**src/rtl/core/cdq_pkg.sv**
```systemverilog
// ----------------------------------------------------------------------------
// cdq_pkg
// shared types and constants of the circular deque unit
// ----------------------------------------------------------------------------
package cdq_pkg;

  // default geometry
  localparam int unsigned DEPTH_DEF      = 8;
  localparam int unsigned DATA_WIDTH_DEF = 32;

  // fixed payload widths of the channels
  localparam int unsigned OP_W     = 2;
  localparam int unsigned VALUE_W  = 32;
  localparam int unsigned STATUS_W = 2;
  localparam int unsigned OCC_W    = 4;

  typedef enum logic [OP_W-1:0] {
    OP_PUSH_FRONT = 2'd0,
    OP_PUSH_REAR  = 2'd1,
    OP_POP_FRONT  = 2'd2,
    OP_POP_REAR   = 2'd3
  } op_e;

  typedef enum logic [STATUS_W-1:0] {
    ST_DONE     = 2'd0,
    ST_REJ_FULL = 2'd1,
    ST_REJ_EMPT = 2'd2
  } status_e;

  // per-cycle command broadcast to every cell, already qualified
  typedef struct packed {
    logic push_front;
    logic push_rear;
    logic pop_front;
    logic pop_rear;
  } cell_ctrl_t;

endpackage

```
**src/rtl/core/cdq_cell.sv**
```systemverilog
// ----------------------------------------------------------------------------
// cdq_cell
// one storage slot of the deque chain, slot 0 holds the front entry
// ----------------------------------------------------------------------------
module cdq_cell
  import cdq_pkg::*;
#(
  parameter int unsigned DATA_WIDTH = DATA_WIDTH_DEF,
  parameter int unsigned DEPTH      = DEPTH_DEF,
  parameter int unsigned IDX        = 0,
  localparam int unsigned CNT_W     = $clog2(DEPTH + 1)
) (
  input  logic                  clk_i,
  input  cell_ctrl_t            ctrl_i,
  input  logic [CNT_W-1:0]      cnt_i,
  input  logic [DATA_WIDTH-1:0] word_i,
  input  logic [DATA_WIDTH-1:0] prev_data_i,
  input  logic [DATA_WIDTH-1:0] next_data_i,
  output logic [DATA_WIDTH-1:0] data_o,
  output logic                  last_o
);

  localparam logic [CNT_W-1:0] SLOT     = CNT_W'(IDX);
  localparam logic [CNT_W-1:0] SLOT_END = CNT_W'(IDX + 1);

  logic [DATA_WIDTH-1:0] data_d, data_q;

  always_comb begin
    data_d = data_q;
    if (ctrl_i.push_front) begin
      data_d = prev_data_i;
    end else if (ctrl_i.pop_front) begin
      data_d = next_data_i;
    end else if (ctrl_i.push_rear && (cnt_i == SLOT)) begin
      data_d = word_i;
    end
  end

  // payload only, no reset
  always_ff @(posedge clk_i) begin
    data_q <= data_d;
  end

  assign data_o = data_q;
  assign last_o = (cnt_i == SLOT_END);

endmodule

```
**config.mk**
```make
export PLATFORM = sky130hd
export DESIGN_NAME = cdq_cell
export DESIGN_NICKNAME = d
export VERILOG_FILES = /design/src/rtl/core/cdq_pkg.sv /design/src/rtl/core/cdq_cell.sv
export SDC_FILE = /design/constraint.sdc
export NUM_CORES = 1
export LEC_CHECK = 0
export BUFFER_PORTS_ARGS = -buffer_cell sky130_fd_sc_hd__buf_2
export CAP_MARGIN = 5
export CORE_AREA = 4 4 71 73
export DETAILED_ROUTE_END_ITERATION = 8
export DIE_AREA = 0 0 75 77
export GPL_TIMING_DRIVEN = 0
export HOLD_SLACK_MARGIN = 0.05
export PLACE_DENSITY = 0.79
export SETUP_SLACK_MARGIN = 0.4
export SYNTH_ARGS = -nofsm -noshare
export SYNTH_HDL_FRONTEND = slang
export SYNTH_SLANG_ARGS = --single-unit
```
**constraint.sdc**
```tcl
create_clock -name clk_i -period 3.1 [get_ports clk_i]
set_input_delay 0.93 -clock clk_i [delete_from_list [all_inputs] [get_ports clk_i]]
set_output_delay 0.93 -clock clk_i [all_outputs]
set_load 0.02 [all_outputs]
```
; ---- Yosys cells after proc, flatten, opt, wreduce, memory -nomap -nowiden
; Cells that the tools add are included.
[totals]
reg_bits = 32
in_bits = 105
[op_classes]
eq_ne = 1
muxes = 3
n_reduce_logical = 3
[op_table]
columns = operator, n
row1 = two-way mux 32 bit, 3
row2 = "equality test 4 x 1 -> 1 bit, second input constant", 1
row3 = logical NOT 4 bit, 1
row4 = nonzero test 3 bit, 1
row5 = logical AND 1 bit, 1

; ---- Logic depth before layout (Yosys ltp)
[depth]
word_depth = 5
ltp_mapped = 4

; ---- Least setup slack after synthesis
; OpenSTA, ideal clock, no wires.
[synth_timing]
kind = input to register
startpoint = input cnt_i[1]
endpoint = register data_q[0] (netlist: data_o[0]), enable pin
setup_ps = 396
t_arrival_ps = 2082
required_time_ps = 2704
setup_slack_ps = 622
path_stages = 2
n_path_buf = 0
cell_sequence = nor3_1 -> a311o_1
[synth_between]
elab_chain_cells = 3
[synth_rtl]
columns = item, line_no
row1 = "start, declared", cdq_cell.sv:15  ; input logic [CNT_W-1:0] cnt_i,
row2 = logical NOT 4 bit, cdq_cell.sv:34  ; end else if (ctrl_i.push_rear && (cnt_i == SLOT)) begin
row3 = logical AND 1 bit, cdq_cell.sv:34
row4 = nonzero test 3 bit (no source line), --
row5 = "end signal, assigned", cdq_cell.sv:41  ; data_q <= data_d;
row6 = "end, declared", cdq_cell.sv:26  ; logic [DATA_WIDTH-1:0] data_d, data_q;
; No other way between the ends.
; A chain may end at the register's enable or synchronous reset.

; ---- Worst setup path in the final report
[layout_timing]
startpoint = input cnt_i[1]
endpoint = output last_o
[layout_between]
elab_chain_cells = 1
[layout_rtl]
columns = item, line_no
row1 = equality test 4 x 1 -> 1 bit, cdq_cell.sv:45  ; assign last_o = (cnt_i == SLOT_END);
row2 = "end, declared", cdq_cell.sv:20  ; output logic last_o
; No other way between the ends.

==> flow_metrics.env <==
export IMPL_rsz0062_at_grt="no"
export IMPL_power_density_mw_per_mm2=445
export IMPL_vias=1591
export IMPL_drt_wl_total_um=4640
export IMPL_rows=24
export IMPL_netlist_area_mm2=0.00169
export IMPL_cts_buffers=5
export IMPL_power_internal_w=0.000809
export IMPL_tightest_slew_ns=0.750
export IMPL_slowest_stage="nor3_1"
export IMPL_arrival_ns=1.59
export IMPL_die_area_mm2=0.00578
export IMPL_finalNetCount=389
export IMPL_critPathMaxFanout=2
export IMPL_avgRoutedWirePerCell_um=13.8
export IMPL_sw_frac_of_total_pct=27.5
export IMPL_num_fill_cells=396
export IMPL_setup_violations_final=0
export IMPL_cp_end_kind="primary output"
export IMPL_fmax_mhz=397
export IMPL_core_area_mm2=0.00435
export IMPL_antenna_found_initial=0
export IMPL_grt_max_degree=33
export IMPL_min_path_type="primary input to flip-flop"
export IMPL_met1_usage_pct=15.4
export IMPL_peakVddDrop_uv=183
export IMPL_fp_dieW_um=75
export IMPL_pwr_share_seq_pct=49.1
export IMPL_power_w=0.00112
export IMPL_hold_buffers=0
export IMPL_synth_nets=248
export IMPL_worst_path_most_repeated_cell="buf_2"
export IMPL_required_ns=2.17
export IMPL_power_frac_clock_pct=25.4
export IMPL_drt_iter0_markers=59
export IMPL_initial_utilization_pct=38.9
export IMPL_tns_ns=0
export IMPL_leakage_nw=1.27
export IMPL_max_cap_violations=0
export IMPL_first_pass_iters=4
export IMPL_place_congestion=0.774
export IMPL_detail_route_vias_per_cell=4.74
export IMPL_grt_pass1_vias=1552
export IMPL_cts_tree="yes"
export IMPL_dp_cells=329
export IMPL_synth_top_family_by_area="multiplexers"
export IMPL_ys_types=13
export IMPL_hold_ws_ns=0.936
export IMPL_io_buffer_count=134
export IMPL_slew_headroom_pct=50.0
export IMPL_groute_layer_met2_usage_pct=29.0
export IMPL_grt_first_pass_wirelength_um=6890
export IMPL_p_switching_w=0.000307
export IMPL_clock_sinks=32
export IMPL_synthSimpleGateAreaFrac_pct=7.77
export IMPL_gr_max_usage_layer="met2"
export IMPL_final_max_slew_viol_count=0
export IMPL_cts_repair_resized=0
export IMPL_stdcell_count=336
export IMPL_yosys_register_bits=32
export IMPL_slowest_delay_ns=0.24
export IMPL_setup_slack_ns=0.581
export IMPL_cp_num_buf_inv=2
export IMPL_ios=138
export IMPL_syn2layout_area_growth_pct=48.1
export IMPL_cts_max_level=2
export IMPL_synth_yosys_seq_area_share_pct=56.8
export IMPL_cp_start_kind="primary input"
export IMPL_synth_fa_ha_area_share_pct=0
export IMPL_clk_pin_slew_worst_paths_ns=0.06
export IMPL_grt_remaining_overflow=0
export IMPL_largest_register_ff_count=32
export IMPL_status="completed"
export IMPL_hold_path_end="data_o[27]"
export IMPL_fp_dieH_um=77
export IMPL_crit_family="simple AND/OR/NAND/NOR gates"
export IMPL_place_ws_ns=0.580
export IMPL_syn_inst=143
export IMPL_synth_compound_area_share_pct=10.1
export IMPL_cts_setup_buffers=0
export IMPL_antenna_left=0
export IMPL_diodes=0
export IMPL_min_period_over_period_pct=81.2
export IMPL_worstHoldStart="prev_data_i[27]"
export IMPL_clockBufferDepth=2
export IMPL_grtUsageTotal_pct=15.6
export IMPL_synth_mux_area_share_pct=18.9
export IMPL_drive_gt1_share_pct=52.8
export IMPL_met3_usage_pct=5.88
export IMPL_avgSynthCellArea_um2=11.8
export IMPL_hold_viol=0
export IMPL_whs_path_depth=3
export IMPL_hpwl_um=3700
export IMPL_pwr_share_comb_pct=25.5
export IMPL_period_needed_ns=2.52
export IMPL_path_cells="buf_2 -> nor3_1 -> and2_1 -> buf_2"
export IMPL_drc=0
export IMPL_cts_root_buffer="clkbuf_8"
export IMPL_worstSetupPathType="primary input to primary output"
export IMPL_yosysWarnings=0
export IMPL_synthXorXnorAreaFrac_pct=0
cell usage in the layout, fill, tap and decap left out:
cell and instances:
clkbuf_8 5, buf_12 3, a311o_2 1, buf_2 140, o21ai_1 29, and2_1 1
clkbuf_1 1, nand2_1 32, edfxtp_1 32, o21ai_0 3, buf_6 1, nor3_1 1
mux2i_1 32, clkinv_1 2, inv_1 1
synthesized netlist by cell type:
master,count,area [µm²]
buf_6,1,11.3
and2_1,1,6.26
nand2_1,32,120
clkbuf_1,1,3.75
a311o_1,1,10.0
edfxtp_1,32,961
mux2i_1,32,320
nor3_1,1,5.00
o21ai_1,29,145
o21ai_0,3,15.0
buf_12,3,60.1
buf_2,6,30.0
inv_1,1,3.75
area by class of cell:
type	count	area [µm²]	area share, %
Inverter	1	3.75	0.150
Buffer	11	105	4.20
Multi-Input combinational cell	99	623	24.9
Tap cell	52	65.1	2.60
Timing Repair Buffer	134	671	26.8
Sequential cell	32	961	38.4
Clock inverter	2	7.51	0.300
Clock buffer	5	68.8	2.75
layer usage:
| layer | up-vias | share of wire [%] |
|---|---|---|
| met2 | 78 | 53 |
| met4 | 0 | 1.6 |
| met1 | 702 | 34 |
| li1 | 803 | - |
| met5 | - | 0 |
| met3 | 8 | 12 |
tightest hold or removal path, stage by stage:
cell	delay [ns]
buf_2	0.07
nand2_1	0.04
o21ai_0	0.05
worst max-delay path by stage:
stage | startpoint | endpoint | slack, ns | cells past startpoint
3_3_place_gp | cnt_i[1] | data_o[10] | 0.19 | 3
4_1_cts | cnt_i[1] | last_o | 0.58 | 4
2_1_floorplan | cnt_i[1] | data_o[0] | 0.62 | 2
6_report | cnt_i[1] | last_o | 0.58 | 4
3_5_place_dp | cnt_i[1] | last_o | 0.58 | 4
5_1_grt | cnt_i[1] | last_o | 0.55 | 4
power groups by stage:
stage	Clock, W	Combinational [W]	Sequential, W
finish	0.000283	0.000284	0.000548
global route	0.000322	0.000310	0.000553
CTS	0.000294	0.000289	0.000549
detailed placement	0	0.000288	0.000558
global placement	0	0.000282	0.000556
floorplan	0	0.0000865	0.000630
stage by stage:
step	cell area [µm²]	utilization (%)
finish	2500	57.5
global route	2500	57.5
CTS	2500	57.5
detailed placement	2430	55.8
global placement	2430	55.7
floorplan	1690	-
cells by family after synthesis:
logic type | Yosys count
flops | 32
mux | 32
buf+inv | 12
compound gates | 33
simple gates | 34
Note: power is estimated with default switching activity, not from simulation.
