### src/rtl/core/cdq_pkg.sv
// ----------------------------------------------------------------------------
// cdq_pkg
// shared types and constants of the circular deque unit
// ----------------------------------------------------------------------------
package cdq_pkg;

  // default geometry
  localparam int unsigned DEPTH_DEF      = 8;
  localparam int unsigned DATA_WIDTH_DEF = 32;

  // fixed payload widths of the channels
  localparam int unsigned OP_W     = 2;
  localparam int unsigned VALUE_W  = 32;
  localparam int unsigned STATUS_W = 2;
  localparam int unsigned OCC_W    = 4;

  typedef enum logic [OP_W-1:0] {
    OP_PUSH_FRONT = 2'd0,
    OP_PUSH_REAR  = 2'd1,
    OP_POP_FRONT  = 2'd2,
    OP_POP_REAR   = 2'd3
  } op_e;

  typedef enum logic [STATUS_W-1:0] {
    ST_DONE     = 2'd0,
    ST_REJ_FULL = 2'd1,
    ST_REJ_EMPT = 2'd2
  } status_e;

  // per-cycle command broadcast to every cell, already qualified
  typedef struct packed {
    logic push_front;
    logic push_rear;
    logic pop_front;
    logic pop_rear;
  } cell_ctrl_t;

endpackage

### src/rtl/core/cdq_rear_sel.sv
// ----------------------------------------------------------------------------
// cdq_rear_sel
// picks the rear entry of the chain from the one-hot last-slot flags
// ----------------------------------------------------------------------------
module cdq_rear_sel
  import cdq_pkg::*;
#(
  parameter int unsigned DATA_WIDTH = DATA_WIDTH_DEF,
  parameter int unsigned DEPTH      = DEPTH_DEF
) (
  input  logic [DATA_WIDTH-1:0] data_i [DEPTH],
  input  logic [DEPTH-1:0]      last_i,
  output logic [DATA_WIDTH-1:0] data_o
);

  always_comb begin
    data_o = '0;
    for (int unsigned i = 0; i < DEPTH; i++) begin
      data_o = data_o | (data_i[i] & {DATA_WIDTH{last_i[i]}});
    end
  end

endmodule

### config.mk
export PLATFORM = sky130hd
export DESIGN_NAME = cdq_rear_sel
export DESIGN_NICKNAME = d
export VERILOG_FILES = /design/src/rtl/core/cdq_pkg.sv /design/src/rtl/core/cdq_rear_sel.sv
export SDC_FILE = /design/constraint.sdc
export NUM_CORES = 1
export LEC_CHECK = 0
export BUFFER_PORTS_ARGS = -buffer_cell sky130_fd_sc_hd__buf_2
export CAP_MARGIN = 10
export CORE_AREA = 8 8 109 111
export DETAILED_ROUTE_END_ITERATION = 10
export DIE_AREA = 0 0 117 119
export SLEW_MARGIN = 0
export SYNTH_ARGS = -nofsm -noshare
export SYNTH_HDL_FRONTEND = slang
export SYNTH_SLANG_ARGS = --single-unit
export TNS_END_PERCENT = 20
### constraint.sdc
create_clock -name vclk -period 0.9
set_clock_uncertainty 0.2 [all_clocks]
set_input_delay 0.135 -clock vclk [all_inputs]
set_output_delay 0.135 -clock vclk [all_outputs]
set_load 0.02 [all_outputs]
# ---- Word-level counts from Yosys, hierarchy flattened
# Index checks and enable logic that the tools add are counted.
dict set report totals {
  ram_bits 0
  output_inout_bits 32
  romBits 0
  latch_bits 0
  reg_bits 0
  n_memories 0
}
dict set report classes {
  n_reduce_logical 0
  bitwise_logic 15
  n_mul 0
  mux 0
  eq_ne 0
  n_addsub 0
  shift 0
  n_lt_le_gt_ge 0
  n_div 0
}
# operator count
set ops {}
lappend ops {{$and A32 B32 Y32} 8}
lappend ops {{$or A32 B32 Y32} 7}

# ---- Longest topological paths before layout
# Gate-level depths: netlist of run 1.
dict set report logic_depth {
  ltp_word 8
  mapped_depth 3
}

# ---- Worst setup path after synthesis of run 1
# Ideal clock, no wire load.
dict set report synth_path {
  kind {input to output}
  start {input last_i[6]}
  end {output data_o[10]}
  arrival_time_ps 692
  path_buffers 1
  setup_slack_ps -127
  stages 3
  cell_sequence {buf_2 > a22oi_1 > nand4_1}
}
dict set report synth_between {
  elab_chain_cells 3
}
# element line
set synth_rtl {}
lappend synth_rtl {{start, declared} cdq_rear_sel.sv:12} ;# input logic [DEPTH-1:0] last_i,
lappend synth_rtl {{$and A32 B32 Y32} cdq_rear_sel.sv:19} ;# data_o = data_o | (data_i[i] & {DATA_WIDTH{last_i[i]}});
lappend synth_rtl {{$or A32 B32 Y32 (2 in a row)} cdq_rear_sel.sv:19}
lappend synth_rtl {{end, declared} cdq_rear_sel.sv:13} ;# output logic [DATA_WIDTH-1:0] data_o
# Every way passes these cells.

# ---- Worst setup path in the final report of run 1
dict set report layout_path {
  start {input last_i[2]}
  end {output data_o[6]}
}
dict set report layout_between {
  elab_chain_cells 7
}
# element line
set layout_rtl {}
lappend layout_rtl {{$and A32 B32 Y32} cdq_rear_sel.sv:19}
lappend layout_rtl {{$or A32 B32 Y32 (6 in a row)} cdq_rear_sel.sv:19}
# Every way passes these cells.

==> impl_metrics.ini, run 1 <==
[cells_and_area]
drive_gt1_share_pct = 88.1
register_area_um2 = 0
areaGrowthSynthToFinish_pct = 216
layout.cells.non_filler = 622
nClkBuffers = 0
fill_cells = 997
n_antenna_cell = 0
fin_util_pct = 41.3
seq_cell_count = 0
multi_input_area_mm2 = 0.00167
nNetsFinal = 752

[critical_path]
cp_num_cells = 5
worstPathCellList = buf_12 -> buf_12 -> a22oi_2 -> nand4_1 -> buf_4
critical_path.max_fanout = 5
crit_family = buffers and inverters
startpoint = last_i[2]
setup.worst_path.end_class = output pin
cp-start-kind = input port
crit_type = in2out
cp_data_arrival_time_ns = 0.92
crit_top_cell = buf_12
path_buf_inv = 3
cpMaxStageDelayCell = a22oi_2
cp.required_ns = 0.56
slowest_delay_ns = 0.21

[sta]
holdWs_ns = 0.400
slew-limit-headroom_pct = 86.0
fin_crit_ns = 1.25
worstMarginPinSlew_ns = 0.210
clock.fmax_mhz = 799
finalSetupViolCount = 32
maxSlewViolCount = 0
grt_setup_unrepaired = yes
finalCritPeriodShare_pct = 139
finalHoldViolCount = 0
tns_ns = -9.59
fin_ws_ns = -0.352

[run_status]
status = finished, violations left
violations = setup timing

[power]
p_seq_share_pct = 0
p_leak_nw = 1.90
p_comb_share_pct = 100.0
sw_frac_of_total_pct = 44.6
p_switching_mw = 0.963
power_mw = 2.16
ir_drop_v = 0.000250
p_int_mw = 1.19
power_frac_clock_pct = 0
power.density_mw_per_mm2 = 517

[global_route]
antenna_found_initial = 0
track_usage_pct = 17.3
overflow = 0
grt_max_degree = 20
grt_pass1_wl_um = 19200
grt_pass1_vias = 3641

[floorplanning]
core_area_mm2 = 0.0101
dieHeight_um = 119
io_pins = 296
die-area_mm2 = 0.0139
rows = 37
initial_core_util_pct = 13.1
die_x_um = 117

[synth]
syn_inst = 184
syn_area_mm2 = 0.00132
yosysSeqAreaShare_pct = 0
synth-warning-count = 0
synth_area_per_cell_um2 = 7.17
syn-num-nets = 448
ys_types = 4

[placement]
dp.cells = 608
dp.final_hpwl_um = 10600
port_buffers = 296
place.gp.congestion = 0.854

[detailed_routing]
viasPerCell = 5.18
vias = 3222
drtAntennaViolNets = 0
routed_wl_um = 14700
first_pass_iters = 4
drt-wirelength-per-cell_um = 23.6
drt_iter0_markers = 127
drc = 0

[flow_run]
cap_violations = 0

[min_path]
hold_start = data_i[86]
min_path_cells = 4
min_path_type = in2out
[worst paths after layout]
path / end / slack [ns]
max: data_o[6] / -0.35
min: data_o[22] / 0.40
[Yosys cell counts]
cell type / instances / area [µm²]
a22oi_1: 128 / 961
nand4_1: 32 / 200
buf_2: 18 / 90.1
buf_6: 6 / 67.6
[area by class of cell]
type | instances | area share, %
Timing Repair Buffer | 326 | 55.8
Multi-Input combinational cell | 160 | 40.1
Tap cell | 136 | 4.08
[power by group through the flow]
stage | Clock (mW) | Sequential (mW) | Combinational (mW)
after CTS | 0 | 0 | 1.93
after floorplan | 0 | 0 | 0.806
final | 0 | 0 | 2.16
after global placement | 0 | 0 | 1.69
after global routing | 0 | 0 | 2.28
after detailed placement | 0 | 0 | 1.72
[routing by layer]
metal  track usage [%]  share of wire, %
met1              17.1                35
met2              33.7                51
met3              4.85                11
met4              4.80               3.5
met5                 0                 0
[cell usage in the layout (no fill, tap or decap)]
master / n
a22oi_1: 26
a22oi_2: 102
buf_12: 20
buf_16: 5
buf_2: 270
buf_4: 10
buf_6: 11
buf_8: 1
clkbuf_16: 9
nand4_1: 32
[cells by family (layout without fill, tap and decap cells)]
kind of cell / count (synthesis) / count (layout) / synth area share, %
buffers and inverters: 24 / 326 / 12.0
AND/OR/NAND/NOR: 32 / 32 / 15.2
AO/OA/AOI/OAI: 128 / 128 / 72.9
[metrics by stage]
step | worst slack [ns] | area (µm²)
after floorplan | -0.0829 | 1780
after global placement | -0.418 | 3460
after detailed placement | -0.460 | 3460
after CTS | -0.353 | 3790
after global routing | -0.389 | 4170
final | -0.352 | 4170
[timing repair]
item                       4_1_cts  5_1_grt
hold buffers                     0        0
gates cloned                     5        9
setup buffers                    0        0
gates resized for setup         55       41
setup endpoints to repair       32       32
hold endpoints to repair         0        0
pin swaps                       15       14
(Power assumes the default switching activity.)
==> inputs of run 2 (changes only) <==
--- a/config.mk
+++ b/config.mk
@@ -10,6 +10,7 @@
 export CORE_AREA = 8 8 109 111
 export DETAILED_ROUTE_END_ITERATION = 10
 export DIE_AREA = 0 0 117 119
+export PLACE_DENSITY_LB_ADDON = 0.12
 export SLEW_MARGIN = 0
 export SYNTH_ARGS = -nofsm -noshare
 export SYNTH_HDL_FRONTEND = slang
==> run 2 against run 1 <==
Against the previous run:
- the run still ends with setup timing left
- combinational power grew 5%
- core utilization rose by 1.9 points
- critical path depth unchanged
- worst hold slack got worse by 0.0011 ns
- final cell count grew 0.48%
- flip-flop and latch count did not move
- maximum frequency shrank 0.35%
- cell area rose by 4.6%
- critical path type unchanged
- critical endpoint is now data_o[31]
- largest cell class unchanged
==> impl_metrics.ini, run 2 (synthesis results as in run 1) <==
[sta]
fin_ws_ns = -0.356
grt_setup_unrepaired = yes
finalCritPeriodShare_pct = 140
tns_ns = -9.38
finalHoldViolCount = 0
maxSlewViolCount = 0
finalSetupViolCount = 32
clock.fmax_mhz = 796
holdWs_ns = 0.399
slew-limit-headroom_pct = 86.0
worstMarginPinSlew_ns = 0.210
fin_crit_ns = 1.26

[power]
p_leak_nw = 1.96
power.density_mw_per_mm2 = 521
ir_drop_v = 0.000190

[critical_path]
crit_type = in2out
cp.required_ns = 0.56
cp-start-kind = input port
setup.worst_path.end_class = output pin
critical_path.max_fanout = 5
cp_data_arrival_time_ns = 0.92

[detailed_routing]
vias = 3202
routed_wl_um = 15300
drc = 0
drt-wirelength-per-cell_um = 24.4
first_pass_iters = 4
viasPerCell = 5.12
drt_iter0_markers = 128
drtAntennaViolNets = 0

[min_path]
min_path_type = in2out

[cells_and_area]
nClkBuffers = 0
layout_commonest_cell = buf_2
areaGrowthSynthToFinish_pct = 231
nNetsFinal = 755
register_area_um2 = 0
layout.cells.non_filler = 625
drive_gt1_share_pct = 91.0
n_antenna_cell = 0
layout_common_cells = 260 x buf_2, 116 x a22oi_2, 32 x nand4_1
fin_util_pct = 43.2
seq_cell_count = 0

[floorplanning]
dieHeight_um = 119
die-area_mm2 = 0.0139
io_pins = 296
initial_core_util_pct = 13.1
rows = 37
die_x_um = 117
core_area_mm2 = 0.0101

[global_route]
overflow = 0
grt_pass1_vias = 3880
grt_max_degree = 16
track_usage_pct = 20.6
antenna_found_initial = 0
grt_pass1_wl_um = 22100

[placement]
dp.final_hpwl_um = 11100
port_buffers = 296
pre_cts_slack_ns = -0.396
place.gp.congestion = 0.826
dp.cells = 610

[run_status]
violations = setup timing
status = finished, violations left

[clock_tree]
hold_buffers = 0

[flow_run]
cap_violations = 0
## run 2: changes by cell type in the layout (fill, tap and decap cells not counted)
cell       change
a22oi_1       -14
buf_16        +10
clkbuf_16      -9
buf_2         -10
a22oi_2       +14
buf_6          +6
buf_8          +1
buf_4          +5
## run 2: cell type report
cell class | count | area, µm²
fillers | 1048 | 5730
multi-input cells | 160 | 1740
well taps | 136 | 170
repair buffers | 329 | 2450
## run 2: worst max-delay path: stages
cell and delay, ns:
buf_12 0.12, buf_12 0.13, a22oi_1 0.21, nand4_1 0.15
buf_6 0.16
## run 2: power breakdown
| part | internal (mW) | switching (mW) | leakage [nW] |
|---|---|---|---|
| Clock | 0 | 0 | 0 |
| Combinational | 1.28 | 0.995 | 1.96 |
| Sequential | 0 | 0 | 0 |
## run 2: per-layer routing
metal / up-vias / global-route usage, % / part of all wire [%]
met1: 1511 / 21.7 / 36
met2: 198 / 40.0 / 54
met5: - / 0 / 0
met4: 0 / 4.56 / 1.9
li1: 1466 / - / -
met3: 27 / 4.40 / 8.3
## run 2: timing repair
action | 4_1_cts | 5_1_grt
endpoints found under the setup margin | 32 | 32
gates resized for setup | 139 | 10
pin swaps | 34 | 17
setup buffers | 0 | 0
gates cloned | 15 | 0
## run 2: final timing paths
check,cells after the start,to,start
max,5,data_o[31],last_i[6]
min,4,data_o[18],data_i[82]
## run 2: stage by stage
step,cell area [µm²],power (mW)
after floorplan,1780,0.806
after global placement,3420,1.69
after detailed placement,3420,1.70
after CTS,4310,2.25
after global routing,4360,2.41
final,4360,2.27
